### src/vosl_pkg.sv
// vosl_pkg: shared types and constants for the view offset slew limiter
// no dependencies; used by vosl_cfg_regs, vosl_core and the top level
`default_nettype none

package vosl_pkg;

    localparam int ANG_W = 18;

    typedef logic signed [ANG_W-1:0] t_ang;

    localparam t_ang FULL_TURN  = 18'sd23040;
    localparam t_ang HALF_TURN  = 18'sd11520;
    localparam t_ang TILT_LIMIT = 18'sd5760;

    typedef enum logic [2:0] {
        REQ_TICK         = 3'd0,
        REQ_GOAL_HEADING = 3'd1,
        REQ_GOAL_PITCH   = 3'd2,
        REQ_GOAL_ROLL    = 3'd3,
        REQ_CUR_HEADING  = 3'd4,
        REQ_CUR_PITCH    = 3'd5,
        REQ_CUR_ROLL     = 3'd6
    } t_req;

    typedef enum logic [1:0] {
        CFG_HEADING_STEP = 2'd0,
        CFG_TILT_STEP    = 2'd1,
        CFG_SNAP_WINDOW  = 2'd2
    } t_cfg_idx;

    localparam logic [7:0] HEADING_STEP_RST = 8'd32;
    localparam logic [7:0] TILT_STEP_RST    = 8'd64;
    localparam logic [7:0] SNAP_WINDOW_RST  = 8'd64;

    typedef struct packed {
        logic [7:0] heading_step;
        logic [7:0] tilt_step;
        logic [7:0] snap_window;
    } t_cfg;

    typedef struct packed {
        logic              all_settled;
        logic signed [13:0] roll_now;
        logic signed [13:0] pitch_now;
        logic [14:0]        heading_now;
    } t_result;

endpackage

`default_nettype wire

### src/view_offset_slew_limiter_top.sv
// view_offset_slew_limiter_top: stream wrapper with input and result registers
// depends on vosl_pkg, vosl_cfg_regs and vosl_core
//
// channel  | direction | handshake                    | payload
// s_axis   | in        | s_axis_tvalid/s_axis_tready  | tdata angle, tuser request kind
// m_axis   | out       | m_axis_tvalid/m_axis_tready  | tdata heading, pitch, roll, settled
// cfg      | in        | i_cfg_valid/o_cfg_ready      | i_cfg_index, i_cfg_data
//
// one transaction per cycle while the result register is not stalled
// the whole tick update sits between the input register and the result register
// synchronous active-low reset returns steps, window and all angles to defaults
// a stalled result holds; the input register still takes one more transaction
`default_nettype none

module view_offset_slew_limiter_top (
    input  wire logic        i_clk,
    input  wire logic        i_rst_n,
    input  wire logic        s_axis_tvalid,
    output logic             s_axis_tready,
    input  wire logic [15:0] s_axis_tdata,  // [15:0] angle_value
    input  wire logic [2:0]  s_axis_tuser,  // [2:0] req_type
    output logic             m_axis_tvalid,
    input  wire logic        m_axis_tready,
    output logic [47:0]      m_axis_tdata,  // [14:0] heading_now, [28:15] pitch_now,
                                            // [42:29] roll_now, [43] all_settled, zero pad
    input  wire logic        i_cfg_valid,
    output logic             o_cfg_ready,
    input  wire logic [1:0]  i_cfg_index,
    input  wire logic [7:0]  i_cfg_data
);

    logic               r_s1_valid;
    logic [2:0]         r_s1_req;
    logic signed [15:0] r_s1_angle;
    logic               r_out_valid;
    logic [47:0]        r_out_data;
    logic               w_advance;
    logic               w_fire;
    vosl_pkg::t_cfg     w_cfg;
    vosl_pkg::t_result  w_result;

    assign w_advance     = !r_out_valid || m_axis_tready;
    assign w_fire        = r_s1_valid && w_advance;
    assign s_axis_tready = !r_s1_valid || w_advance;
    assign m_axis_tvalid = r_out_valid;
    assign m_axis_tdata  = r_out_data;

    vosl_cfg_regs u_cfg (
        .i_clk   (i_clk),
        .i_rst_n (i_rst_n),
        .i_valid (i_cfg_valid),
        .o_ready (o_cfg_ready),
        .i_index (i_cfg_index),
        .i_data  (i_cfg_data),
        .o_cfg   (w_cfg)
    );

    vosl_core u_core (
        .i_clk    (i_clk),
        .i_rst_n  (i_rst_n),
        .i_fire   (w_fire),
        .i_req    (r_s1_req),
        .i_angle  (r_s1_angle),
        .i_cfg    (w_cfg),
        .o_result (w_result)
    );

    always_ff @(posedge i_clk) begin
        if (!i_rst_n) begin
            r_s1_valid  <= 1'b0;
            r_out_valid <= 1'b0;
        end else begin
            if (s_axis_tready) r_s1_valid <= s_axis_tvalid;
            if (w_advance) r_out_valid <= r_s1_valid;
        end
        if (s_axis_tready && s_axis_tvalid) begin
            r_s1_req   <= s_axis_tuser;
            r_s1_angle <= s_axis_tdata;
        end
        if (w_fire) begin
            r_out_data <= {4'd0, w_result};
        end
    end

    a_fire_loads_result: assert property (@(posedge i_clk) disable iff (!i_rst_n)
        w_fire |=> r_out_valid)
        else $error("processed transaction produced no result");

    a_s1_held_on_stall: assert property (@(posedge i_clk) disable iff (!i_rst_n)
        r_s1_valid && !w_advance |=> r_s1_valid && $stable(r_s1_req) && $stable(r_s1_angle))
        else $error("pending transaction lost during stall");

    a_out_held_on_stall: assert property (@(posedge i_clk) disable iff (!i_rst_n)
        r_out_valid && !m_axis_tready |=> r_out_valid && $stable(r_out_data))
        else $error("stalled result changed");

endmodule

`default_nettype wire

### src/vosl_cfg_regs.sv
// vosl_cfg_regs: step and snap window registers behind the config write channel
// depends on vosl_pkg
`default_nettype none

module vosl_cfg_regs (
    input  wire logic           i_clk,
    input  wire logic           i_rst_n,
    input  wire logic           i_valid,
    output logic                o_ready,
    input  wire logic [1:0]     i_index,
    input  wire logic [7:0]     i_data,
    output vosl_pkg::t_cfg      o_cfg
);

    vosl_pkg::t_cfg r_cfg;

    assign o_ready = 1'b1;
    assign o_cfg   = r_cfg;

    always_ff @(posedge i_clk) begin
        if (!i_rst_n) begin
            r_cfg.heading_step <= vosl_pkg::HEADING_STEP_RST;
            r_cfg.tilt_step    <= vosl_pkg::TILT_STEP_RST;
            r_cfg.snap_window  <= vosl_pkg::SNAP_WINDOW_RST;
        end else if (i_valid) begin
            unique case (i_index)
                vosl_pkg::CFG_HEADING_STEP: r_cfg.heading_step <= i_data;
                vosl_pkg::CFG_TILT_STEP:    r_cfg.tilt_step    <= i_data;
                vosl_pkg::CFG_SNAP_WINDOW:  r_cfg.snap_window  <= i_data;
                default: ;
            endcase
        end
    end

endmodule

`default_nettype wire

### src/vosl_core.sv
// vosl_core: angle state registers and the single-pass tick and set logic
// depends on vosl_pkg; result reflects the state after the transaction
`default_nettype none

module vosl_core (
    input  wire logic               i_clk,
    input  wire logic               i_rst_n,
    input  wire logic               i_fire,
    input  wire logic [2:0]         i_req,
    input  wire logic signed [15:0] i_angle,
    input  vosl_pkg::t_cfg          i_cfg,
    output vosl_pkg::t_result       o_result
);

    logic [14:0]        r_cur_heading, n_cur_heading;
    logic signed [13:0] r_cur_pitch,   n_cur_pitch;
    logic signed [13:0] r_cur_roll,    n_cur_roll;
    logic [14:0]        r_goal_heading, n_goal_heading;
    logic signed [13:0] r_goal_pitch,  n_goal_pitch;
    logic signed [15:0] r_goal_roll,   n_goal_roll;

    vosl_pkg::t_ang w_ang, w_hd_next, w_pitch_next, w_roll_next;
    vosl_pkg::t_ang w_wrapped, w_hd_set, w_tilt_set;

    function automatic vosl_pkg::t_ang ext8(input logic [7:0] v);
        return vosl_pkg::t_ang'({10'd0, v});
    endfunction

    function automatic vosl_pkg::t_ang clamp_ang(input vosl_pkg::t_ang v,
                                                 input vosl_pkg::t_ang lo,
                                                 input vosl_pkg::t_ang hi);
        vosl_pkg::t_ang res;
        if (v < lo) res = lo;
        else if (v > hi) res = hi;
        else res = v;
        return res;
    endfunction

    function automatic vosl_pkg::t_ang tilt_next(input vosl_pkg::t_ang cur,
                                                 input vosl_pkg::t_ang goal,
                                                 input logic [7:0] step,
                                                 input logic [7:0] window);
        vosl_pkg::t_ang diff;
        vosl_pkg::t_ang mag;
        vosl_pkg::t_ang res;
        diff = goal - cur;
        mag  = (diff < 0) ? -diff : diff;
        if (mag < ext8(window)) begin
            res = goal;
        end else begin
            res = (diff > 0) ? cur + ext8(step) : cur - ext8(step);
            res = clamp_ang(res, -vosl_pkg::TILT_LIMIT, vosl_pkg::TILT_LIMIT);
        end
        return res;
    endfunction

    function automatic vosl_pkg::t_ang heading_next(input vosl_pkg::t_ang cur,
                                                    input vosl_pkg::t_ang goal,
                                                    input logic [7:0] step,
                                                    input logic [7:0] window);
        vosl_pkg::t_ang diff;
        vosl_pkg::t_ang mag;
        vosl_pkg::t_ang res;
        logic           up;
        diff = goal - cur;
        mag  = (diff < 0) ? -diff : diff;
        up   = (diff > 0) ? (diff < vosl_pkg::HALF_TURN) : (mag >= vosl_pkg::HALF_TURN);
        if (mag < ext8(window)) begin
            res = goal;
        end else begin
            res = up ? cur + ext8(step) : cur - ext8(step);
            if (res > vosl_pkg::FULL_TURN) res = res - vosl_pkg::FULL_TURN;
            else if (res < 0) res = res + vosl_pkg::FULL_TURN;
        end
        return res;
    endfunction

    assign w_ang = vosl_pkg::t_ang'(i_angle);

    // goal heading wrap: the input span needs at most two turns of correction
    always_comb begin
        if (w_ang < -vosl_pkg::FULL_TURN) w_wrapped = w_ang + vosl_pkg::FULL_TURN
                                                    + vosl_pkg::FULL_TURN;
        else if (w_ang < 0) w_wrapped = w_ang + vosl_pkg::FULL_TURN;
        else if (w_ang > vosl_pkg::FULL_TURN) w_wrapped = w_ang - vosl_pkg::FULL_TURN;
        else w_wrapped = w_ang;
    end

    assign w_hd_set   = clamp_ang(w_ang, '0, vosl_pkg::FULL_TURN);
    assign w_tilt_set = clamp_ang(w_ang, -vosl_pkg::TILT_LIMIT, vosl_pkg::TILT_LIMIT);

    assign w_hd_next = heading_next(vosl_pkg::t_ang'({3'd0, r_cur_heading}),
                                    vosl_pkg::t_ang'({3'd0, r_goal_heading}),
                                    i_cfg.heading_step, i_cfg.snap_window);
    assign w_pitch_next = tilt_next(vosl_pkg::t_ang'(r_cur_pitch),
                                    vosl_pkg::t_ang'(r_goal_pitch),
                                    i_cfg.tilt_step, i_cfg.snap_window);
    assign w_roll_next  = tilt_next(vosl_pkg::t_ang'(r_cur_roll),
                                    vosl_pkg::t_ang'(r_goal_roll),
                                    i_cfg.tilt_step, i_cfg.snap_window);

    always_comb begin
        n_cur_heading  = r_cur_heading;
        n_cur_pitch    = r_cur_pitch;
        n_cur_roll     = r_cur_roll;
        n_goal_heading = r_goal_heading;
        n_goal_pitch   = r_goal_pitch;
        n_goal_roll    = r_goal_roll;
        if (i_fire) begin
            unique case (i_req)
                vosl_pkg::REQ_TICK: begin
                    n_cur_heading = w_hd_next[14:0];
                    n_cur_pitch   = w_pitch_next[13:0];
                    n_cur_roll    = w_roll_next[13:0];
                end
                vosl_pkg::REQ_GOAL_HEADING: n_goal_heading = w_wrapped[14:0];
                vosl_pkg::REQ_GOAL_PITCH:   n_goal_pitch   = w_tilt_set[13:0];
                vosl_pkg::REQ_GOAL_ROLL:    n_goal_roll    = i_angle;
                vosl_pkg::REQ_CUR_HEADING:  n_cur_heading  = w_hd_set[14:0];
                vosl_pkg::REQ_CUR_PITCH:    n_cur_pitch    = w_tilt_set[13:0];
                vosl_pkg::REQ_CUR_ROLL:     n_cur_roll     = w_tilt_set[13:0];
                default: ;
            endcase
        end
    end

    always_ff @(posedge i_clk) begin
        if (!i_rst_n) begin
            r_cur_heading  <= '0;
            r_cur_pitch    <= '0;
            r_cur_roll     <= '0;
            r_goal_heading <= '0;
            r_goal_pitch   <= '0;
            r_goal_roll    <= '0;
        end else begin
            r_cur_heading  <= n_cur_heading;
            r_cur_pitch    <= n_cur_pitch;
            r_cur_roll     <= n_cur_roll;
            r_goal_heading <= n_goal_heading;
            r_goal_pitch   <= n_goal_pitch;
            r_goal_roll    <= n_goal_roll;
        end
    end

    assign o_result.heading_now = n_cur_heading;
    assign o_result.pitch_now   = n_cur_pitch;
    assign o_result.roll_now    = n_cur_roll;
    assign o_result.all_settled = (n_cur_heading == n_goal_heading)
                                && (n_cur_pitch == n_goal_pitch)
                                && ({{2{n_cur_roll[13]}}, n_cur_roll} == n_goal_roll);

    a_heading_range: assert property (@(posedge i_clk) disable iff (!i_rst_n)
        r_cur_heading <= 15'd23040 && r_goal_heading <= 15'd23040)
        else $error("heading left 0..360 degrees");

    a_pitch_range: assert property (@(posedge i_clk) disable iff (!i_rst_n)
        r_cur_pitch >= -14'sd5760 && r_cur_pitch <= 14'sd5760)
        else $error("pitch left +/-90 degrees");

    a_idle_holds: assert property (@(posedge i_clk) disable iff (!i_rst_n)
        !i_fire |=> $stable(r_cur_heading) && $stable(r_cur_pitch) && $stable(r_cur_roll))
        else $error("angle state moved without a transaction");

endmodule

`default_nettype wire
### config.mk
export PLATFORM = sky130hd
export DESIGN_NAME = view_offset_slew_limiter_top
export DESIGN_NICKNAME = d
export VERILOG_FILES = /design/src/vosl_pkg.sv /design/src/view_offset_slew_limiter_top.sv /design/src/vosl_cfg_regs.sv /design/src/vosl_core.sv
export SDC_FILE = /design/constraint.sdc
export NUM_CORES = 1
export LEC_CHECK = 0
export ABC_AREA = 1
export BUFFER_PORTS_ARGS = -buffer_cell sky130_fd_sc_hd__buf_4
export CORE_ASPECT_RATIO = 0.5
export CORE_MARGIN = 8
export CORE_UTILIZATION = 30
export CTS_CLUSTER_DIAMETER = 80
export DETAILED_ROUTE_END_ITERATION = 12
export GPL_ROUTABILITY_DRIVEN = 0
export GPL_TIMING_DRIVEN = 0
export PLACE_DENSITY = 0.49
export SYNTH_ARGS = -nofsm -noshare
export SYNTH_HDL_FRONTEND = slang
export SYNTH_SLANG_ARGS = --single-unit
### constraint.sdc
create_clock -name i_clk -period 8.2 [get_ports i_clk]
set_input_delay 0.82 -clock i_clk [delete_from_list [all_inputs] [get_ports i_clk]]
set_output_delay 0.82 -clock i_clk [all_outputs]
set_load 0.02 [all_outputs]
======== Yosys cells after proc, flatten, opt, wreduce, memory -nomap -nowiden ========
Cells that the tools add are included.
operators by class
  shift operators ......................... 0
  bitwise operators ....................... 0
  multiply operators ...................... 0
  equality and inequality tests ........... 11
  divide/modulo/power cells ............... 0
  order comparisons ....................... 23
  mux-type cells .......................... 35
  reductions and logical operators ........ 13
  add/subtract/negate cells ............... 17
operators by type and width
  operator                number
  $mux 14                 12
  $mux 15                 11
  $mux 18                 6
  $pmux 14 s2             2
  $lt 18x9->1             3
  $lt 16x1->1 const B     3
  $add 15x15->15 const B  3
  $gt 18x14->1 const B    2
  $lt 18x14->1 const B    2
  $mux 16                 2
  $add 14x9->15           2
  $pmux 15 s2             1
  $sub 14x9->15           2
  $sub 15x15->15 const B  2
  $ge 18x15->1 const B    1
  $gt 18x16->1 const B    1
  $lt 18x1->1 const B     1
  $neg 15->18             1
  $neg 16->18             1
  $neg 17->18             1
  $gt 17x1->1 const B     1
  $lt 17x1->1 const B     1
  $sub 16x14->17          1
  $add 15x8->16           1
  26 further kinds        36
storage, ports and cells
  memory bits (writable) .................. 0
  memories ................................ 0
  logic and storage cells ................. 113
  bits of input ports ..................... 34
  bits in read-only memories .............. 0
  flip-flop bits (word level) ............. 177
  bits in latches ......................... 0
  output and inout bits ................... 51

======== Longest topological paths before layout ========
Gate-level depths: netlist of the first run.
  depth after elaboration ................. 15
  gate-level depth with buffers ........... 51
  depth with buffers taken out ............ 50

======== Hierarchy ========
Synthesis of the first run repeated with hierarchy kept, for this count alone.
unflattened totals
  cell total of the unflattened synthesis .. 2777
  area total of the unflattened synthesis .. 17260.3 sq um
modules (own cells, without submodules)
  module                        sequential area each (sq um)  instances  cells each  area an instance (sq um)
  vosl_core                     1761.7                        1          2543        14153.6
  view_offset_slew_limiter_top  1931.9                        1          81          2020.7
  vosl_cfg_regs                 480.5                         1          153         1086.0

======== Worst setup path before layout of the first run ========
Ideal clock, no wire load.
  path type ............................... reg2reg
  start point ............................. register u_core.r_goal_roll[0]
  end point ............................... register r_out_data[43] (netlist: m_axis_tdata[43]), data pin
  arrival ................................. 5.379 ns
  cell stages (with the launch flop) ...... 47
  required time ........................... 8.050 ns
  path buffers ............................ 1
  setup slack ............................. 2.671 ns
  setup time .............................. 0.150 ns
  period minus slack after synthesis ...... 5.529 ns
  cell sequence ........................... dfxtp_1 > inv_1 > ha_1 > inv_1 > fa_1 > nand3_1 > nand3_1 > xnor2_1 > nand3_1 > nor2_2 > nand3_1 > inv_1 > nand3_1 > nand2_1 > clkbuf_1 > nand2_1 > o21ai_0 > inv_1 > [11 not listed] > o21ai_0 > nand2_1 > nand2_1 > o21ai_0 > nand3_1 > nand2_1 > nand2_1 > nand2_1 > nand2_1 > inv_1 > nand2_1 > nor2_1 > nand2_1 > nor2_1 > nand2_1 > nor2_1 > nand2_1 > nor3_2
RTL lines
  item                    line                                text
  from (decl)             vosl_core.sv:20                     logic signed [15:0] r_goal_roll, n_goal_roll;
  from (signal assigned)  vosl_core.sv:141                    r_goal_roll <= n_goal_roll;
  to (signal assigned)    view_offset_slew_limiter_top.sv:81  r_out_data <= {4'd0, w_result};
  to (decl)               view_offset_slew_limiter_top.sv:36  logic [47:0] r_out_data;

==> results of run 1 <==
[state kept, by name, indices dropped and copies added (netlist names)]
register               flops
m_axis_tvalid              1
r_s1_valid                 1
u_core.r_goal_heading     15
u_core.r_goal_roll        16
r_s1_req                   3
u_core.r_cur_heading      15
u_core.r_cur_pitch        14
u_core.r_cur_roll         14
r_s1_angle                16
m_axis_tdata              44
u_cfg.o_cfg               24
u_core.r_goal_pitch       14
[through the flow]
stage	util [%]	instance area, µm²	instances
floorplan	-	16700	2637
global placement	33.0	18200	3472
detailed placement	33.0	18200	3473
CTS	34.0	18800	3505
global route	34.1	18800	3505
finish	34.1	18800	3505
[cells in the final DEF (no fill, tap or decap), types with 7 or more instances in the layout]
master and n:
nor3_1 29, nand3b_1 24, buf_4 87, inv_1 432, nand2_1 715, edfxtp_1 63, nand3_2 8, fa_1 7
a31oi_1 9, o31ai_1 10, clkbuf_1 44, ha_1 121, clkbuf_16 17, nand2_2 20, xnor2_1 22, o21a_1 15
xor2_1 82, dfxtp_1 114, nand3_1 208, o21ai_0 143, nand4_1 47, nor2_1 241, nor2_2 11, a21oi_1 151
o211ai_1 10, o21ai_1 10
[what timing repair did]
item,in CTS,in global routing
setup buffers,0,0
resized for setup,0,6
setup endpoints to repair,0,1
[critical path: cells and delay by family (launching register included)]
kind            cells  cell delay (ns)
flops               1             0.37
simple gates       28             3.56
xor+xnor            1             0.40
buf+inv             5             0.54
compound gates      8             1.57
fa+ha+maj           3             0.87
[cells by family after synthesis]
kind of cell,synth area share (%)
DFF,25.1
other,0.0451
AOI/OAI and AO/OA,12.6
adders and majority gates,9.94
and+or+nand+nor,34.6
xor gates and xnor gates,6.02
buffers and inverters,11.7
muxes,0.0601
[metal layers]
metal	global-route usage [%]	up-vias	part of all wire (%)
met2	29.2	455	44
li1	-	8665	-
met1	24.9	7805	47
met3	3.84	45	6.7
met5	0	-	0
met4	3.99	0	1.5
[final cells by class]
type	count	area (µm²)
fill	6133	36400
sequential	177	4170
timing repair buffer	80	621
tap	756	946
clock inverter	14	128
buffer	60	279
clock buffer	18	429
inverter	445	1670
multi-input combinational	1955	10600
[power groups by stage]
stage | sequential [W] | combinational (W) | clock (W)
3_3_place_gp | 0.000997 | 0.00219 | 0
3_5_place_dp | 0.000996 | 0.00220 | 0
5_1_grt | 0.000981 | 0.00250 | 0.000892
4_1_cts | 0.000976 | 0.00221 | 0.000860
6_report | 0.000977 | 0.00222 | 0.000842
2_1_floorplan | 0.00100 | 0.00163 | 0
[path summary, 6_finish.rpt]
kind	endpoint	slack, ns
worst max register to register	m_axis_tdata[43]$_DFFE_PP_	0.72
worst min register to register	u_cfg.o_cfg[19]$_SDFFE_PN0P_	0.50
worst max-delay path	m_axis_tdata[43]$_DFFE_PP_	0.72
worst min-delay path	u_cfg.o_cfg[19]$_SDFFE_PN0P_	0.50
==> impl_metrics.csv, run 1 <==
group,metric,value,unit
status,status,"complete, no violations",
sta,tightestPinTransition,1.03,ns
yosys,synth.most_common_cell,"nand2_1",
yosys,synth.area.top_cells,"nand2_1, dfxtp_1, edfxtp_1, inv_1, ha_1",
die,dieHeight,183,µm
yosys,synthTopCellsByCount,"nand2_1, inv_1, nor2_1",
sta,holdWs,0.496,ns
global_route,grt_pass1_wl,90.3,mm
yosys,synth_top_area_share,16.1,%
sta,tns,0,ns
finish,insertedDiodeCount,0,
power,power.share.switching,48.1,%
die,num_rows,61,
worst_hold_path,hp-class,"flip-flop to flip-flop",
sta,slew_violations,0,
die,ios,85,
sta,worst_slack,0.718,ns
power,pwr-share-comb,55.0,%
cts,clk_pin_slew,0.08,ns
detailed_routing,drtAntennaViolNets,0,
cts,cts_tree,"done",
worst_setup_path,arrival,7.78,ns
yosys,synth.distinct_cells,57,
detailed_routing,drc,0,
global_route,antenna_found_initial,1,
detailed_routing,drt_wl_total,59.4,mm
detailed_routing,drt-initial-drc-count,1548,
die,die_w,349,µm
sta,fin_crit,7.48,ns
yosys,syn_avg_cell_area,6.32,µm²
worst_setup_path,worstPathMaxFanout,10,
die,fp.dieArea,0.0637,mm²
placed_design,io_buffers,79,
worst_hold_path,whs_path_depth,2,
yosys,ys_ff_latch,177,
cts,cts.htree.levels,4,
yosys,synthCells,2634,
worst_hold_path,hold_start,"u_cfg.o_cfg[19]$_SDFFE_PN0P_",
worst_setup_path,start_kind,"flip-flop",
worst_setup_path,startpoint,"u_core.r_cur_roll[0]$_SDFF_PN0_",
worst_setup_path,cp-end-kind,"flip-flop",
placed_design,pre_cts_ws,0.516,ns
finish,area_growth,13.0,%
cts,cts-root-buf,"clkbuf_16",
yosys,yosysWarningCount,0,
cts,numCtsBuffers,17,
global_route,grt_max_degree,41,
yosys,synth_top_cell_by_area,"nand2_1",
global_route,grt_util_all_layers,18.2,%
worst_setup_path,cp_common_cell,"nand2_1",
sta,slew_headroom,30.5,%
sta,post-route-period-util,91.2,%
worst_setup_path,rr_worst_depth,45,
power,p_int,0.00210,W
die,core_area,0.0552,mm²
detailed_routing,drtPass1Iterations,8,
yosys,yosysSeqAreaShare,25.1,%
worst_setup_path,critical_path.max_stage_delay,0.44,ns
sta,finClkSkew,0.0147,ns
yosys,syn_area,0.0166,mm²
cts,cts_hold_buf,0,
yosys,synth-main-ff-cell,"dfxtp_1",
sta,rsz0062_at_grt,"false",
worst_setup_path,cp_slowest_cell,"fa_1",
global_route,grt_pass1_vias,15800,
cts,cts_sinks,177,
power,p_total,0.00404,W
power,powerDensity,215,mW/mm²
yosys,synthArstFlopShare,0,%
power,power_leakage,9.95,nW
cts,clockBufferDepth,2,
detailed_routing,routedWlPerCell,16.9,µm
power,switchingPower,0.00194,W
worst_setup_path,criticalPathCategory,"flip-flop to flip-flop",
sta,fmax,134,MHz
die,start_util,30.2,%
yosys,synth-edff-count,63,
worst_setup_path,required,8.50,ns
power,power.share.clock,20.8,%
power,ir_worst_vdd,0.115,mV
cts,clk_latency,0.47,ns
global_route,grt.overflow.total,0,
job,maxCapViolations,0,
detailed_routing,vias,17000,
detailed_routing,routed_via_density,4.84,
sta,setup-violations-final,0,
finish,drive_above_1_share,7.38,%
worst_setup_path,regToRegStartpoint,"u_core.r_cur_roll[0]$_SDFF_PN0_",
power,power_frac_seq,24.2,%
sta,final_hold_viol_count,0,
finish,nets,2898,
placed_design,place_hpwl,49.5,mm
Note: power is estimated with default switching activity, not from simulation.
==> inputs of run 2 (changes only) <==
SYNTH_HIERARCHICAL = 1   (was default)
==> run 2 against run 1 <==
First-iteration DRC count fell by 2.0%. Register-to-register slack lost 0.06 ns. Worst setup slack got worse by 0.063 ns. Clock power rose by 4.9%. Maximum frequency down 0.84%. Total power is 5.7% higher. Count of clock-buffer cells in the layout up 5. Sequential power up 1%. Synthesized area is 3.7% higher. Critical path depth is 5 lower. Final cell count up 4.5%. Final area rose by 3.7%. Critical path type unchanged.
==> impl_metrics.csv, run 2 <==
group,metric,value,unit
die,fp.dieArea,0.0659,mm²
yosys,synth.distinct_cells,59,
worst_setup_path,startpoint,"u_core/r_cur_roll[1]$_SDFF_PN0_",
die,core_area,0.0571,mm²
sta,setup-violations-final,0,
placed_design,io_buffers,79,
worst_setup_path,worstPathMaxFanout,9,
yosys,synth_mux_area_share,0,%
sta,worst_slack,0.654,ns
power,power_leakage,10.5,nW
finish,drive_above_1_share,8.92,%
yosys,synth_top_area_share,17.0,%
finish,fin_cells,3661,
die,num_rows,62,
cts,cts_hold_buf,0,
die,dieHeight,186,µm
worst_hold_path,hp-class,"flip-flop to flip-flop",
die,die_w,355,µm
placed_design,pre_cts_ws,0.745,ns
yosys,syn_area,0.0173,mm²
placed_design,place_hpwl,52.9,mm
yosys,synth-main-ff-cell,"dfxtp_1",
yosys,synth_top_family_by_area,"simple AND/OR/NAND/NOR gates",
sta,fin_crit,7.55,ns
detailed_routing,drtPass1Iterations,6,
yosys,yosysSeqAreaShare,24.2,%
power,powerDensity,219,mW/mm²
detailed_routing,vias,17800,
worst_setup_path,critical_path.max_stage_delay,0.53,ns
detailed_routing,routedWlPerCell,17.3,µm
yosys,synth.area.top_cells,"nand2_1, dfxtp_1, edfxtp_1, inv_1, ha_1",
sta,slew_headroom,17.6,%
global_route,grt_pass1_vias,16400,
yosys,synthAdderAreaFrac,9.58,%
status,status,"complete, no violations",
yosys,synthArstFlopShare,0,%
finish,final_cell_mix,"nand2_1, inv_1, nor2_1",
yosys,synthXorXnorAreaFrac,5.10,%
finish,nets,3042,
sta,final_hold_viol_count,0,
sta,post-route-period-util,92.0,%
detailed_routing,drt-initial-drc-count,1517,
die,start_util,30.2,%
cts,numCtsBuffers,17,
yosys,synth.most_common_cell,"nand2_1",
finish,layout_commonest_cell,"nand2_1",
cts,cts_sinks,177,
finish,insertedDiodeCount,0,
placed_design,dp_cells,3629,
finish,fillerInstances,6369,
cts,cts-root-buf,"clkbuf_16",
global_route,grt_pass1_wl,96.6,mm
cts,clk_pin_slew,0.08,ns
worst_setup_path,start_kind,"flip-flop",
worst_setup_path,regToRegStartpoint,"u_core/r_cur_roll[1]$_SDFF_PN0_",
yosys,syn_avg_cell_area,6.22,µm²
cts,cts_tree,"done",
yosys,yosysWarningCount,6,
power,p_total,0.00427,W
detailed_routing,drc,0,
power,ir_worst_vdd,0.151,mV
job,maxCapViolations,0,
yosys,synth_compound_area_share,11.4,%
detailed_routing,drtAntennaViolNets,0,
detailed_routing,drt_wl_total,63.5,mm
sta,rsz0062_at_grt,"false",
yosys,ys_ff_latch,177,
worst_setup_path,arrival,7.85,ns
sta,holdWs,0.480,ns
cts,clk_latency,0.47,ns
cts,cts.htree.levels,4,
global_route,grt_max_degree,22,
yosys,synthTopCellsByCount,"nand2_1, inv_1, nor2_1",
finish,largest_reg_flops,44,
yosys,synth-simple-area-share,37.1,%
cts,clockBufferDepth,2,
worst_setup_path,required,8.50,ns
worst_setup_path,cp_slowest_cell,"fa_1",
detailed_routing,routed_via_density,4.86,
global_route,grt_util_all_layers,19.0,%
worst_setup_path,rr_worst_depth,40,
global_route,grt.overflow.total,0,
sta,finClkSkew,0.0142,ns
finish,area_growth,13.0,%
worst_setup_path,cp_common_cell,"nand2_1",
worst_hold_path,whs_path_depth,2,
worst_setup_path,criticalPathCategory,"flip-flop to flip-flop",
sta,slew_violations,0,
yosys,synth-edff-count,63,
worst_setup_path,cp-end-kind,"flip-flop",
yosys,synthCells,2777,
sta,fmax,133,MHz
die,ios,85,
yosys,synth_top_cell_by_area,"nand2_1",
worst_hold_path,hold_start,"u_cfg/o_cfg[6]$_SDFFE_PN1P_",
global_route,antenna_found_initial,3,
sta,tightestPinTransition,1.23,ns
run 2: power by group:
part / switching (W) / leakage [nW] / internal [W]
Combinational: 0.00161 / 8.72 / 0.000780
Sequential: 0.0000408 / 1.54 / 0.000949
Clock: 0.000415 / 0.282 / 0.000468
Total: 0.00207 / 10.5 / 0.00220
run 2: path summary, 6_finish.rpt:
| kind | to | slack (ns) |
|---|---|---|
| setup / recovery | m_axis_tdata[43]$_DFFE_PP_ | 0.65 |
| hold / removal | u_cfg/o_cfg[6]$_SDFFE_PN1P_ | 0.48 |
| setup reg to reg | m_axis_tdata[43]$_DFFE_PP_ | 0.65 |
| hold reg to reg | u_cfg/o_cfg[6]$_SDFFE_PN1P_ | 0.48 |
run 2: cell families (layout without fill, tap and decap cells):
logic type	Yosys count	count (layout)
AND/OR/NAND/NOR	1472	1472
buffers and inverters	548	661
AO/OA/AOI/OAI	353	353
flip-flops	177	177
adder cells (fa/ha/maj)	128	128
XOR/XNOR	97	97
other	2	5
run 2: critical path: cells and delay by family, from the launching register on:
| family | cells | cell delay [ns] |
|---|---|---|
| flip-flops | 1 | 0.47 |
| buffers and inverters | 3 | 0.50 |
| AND/OR/NAND/NOR | 25 | 3.18 |
| adder cells (fa/ha/maj) | 2 | 0.93 |
| XOR/XNOR | 2 | 0.60 |
| AO/OA/AOI/OAI | 8 | 1.66 |
run 2: cell type report:
class / instances / area, µm² / area share (%)
Clock buffer: 23 / 500 / 2.57
Inverter: 485 / 1820 / 9.34
Multi-Input combinational cell: 2055 / 11000 / 56.2
Buffer: 63 / 355 / 1.82
Clock inverter: 9 / 95.1 / 0.488
Timing Repair Buffer: 81 / 641 / 3.28
Sequential cell: 177 / 4170 / 21.4
Tap cell: 768 / 961 / 4.93
run 2: stage by stage:
| stage | area (µm²) | utilization, % | TNS, ns |
|---|---|---|---|
| 2_1_floorplan | 17300 | - | 0 |
| 3_3_place_gp | 18800 | 33.0 | -13.68 |
| 3_5_place_dp | 18900 | 33.1 | 0 |
| 4_1_cts | 19500 | 34.1 | 0 |
| 5_1_grt | 19500 | 34.2 | 0 |
| 6_report | 19500 | 34.2 | 0 |
run 2: what timing repair did:
action,in CTS,in global routing
endpoints found under the hold margin,0,0
setup endpoints to repair,0,1
buffers inserted,0,0
gates resized for setup,0,6
run 2: metal layers:
| metal | up-vias | share of wire [%] | global-route usage (%) |
|---|---|---|---|
| li1 | 9023 | - | - |
| met1 | 8163 | 48 | 26.8 |
| met2 | 540 | 41 | 28.5 |
| met3 | 66 | 8.1 | 4.76 |
| met4 | 2 | 2.3 | 4.93 |
| met5 | - | 0.020 | 0 |
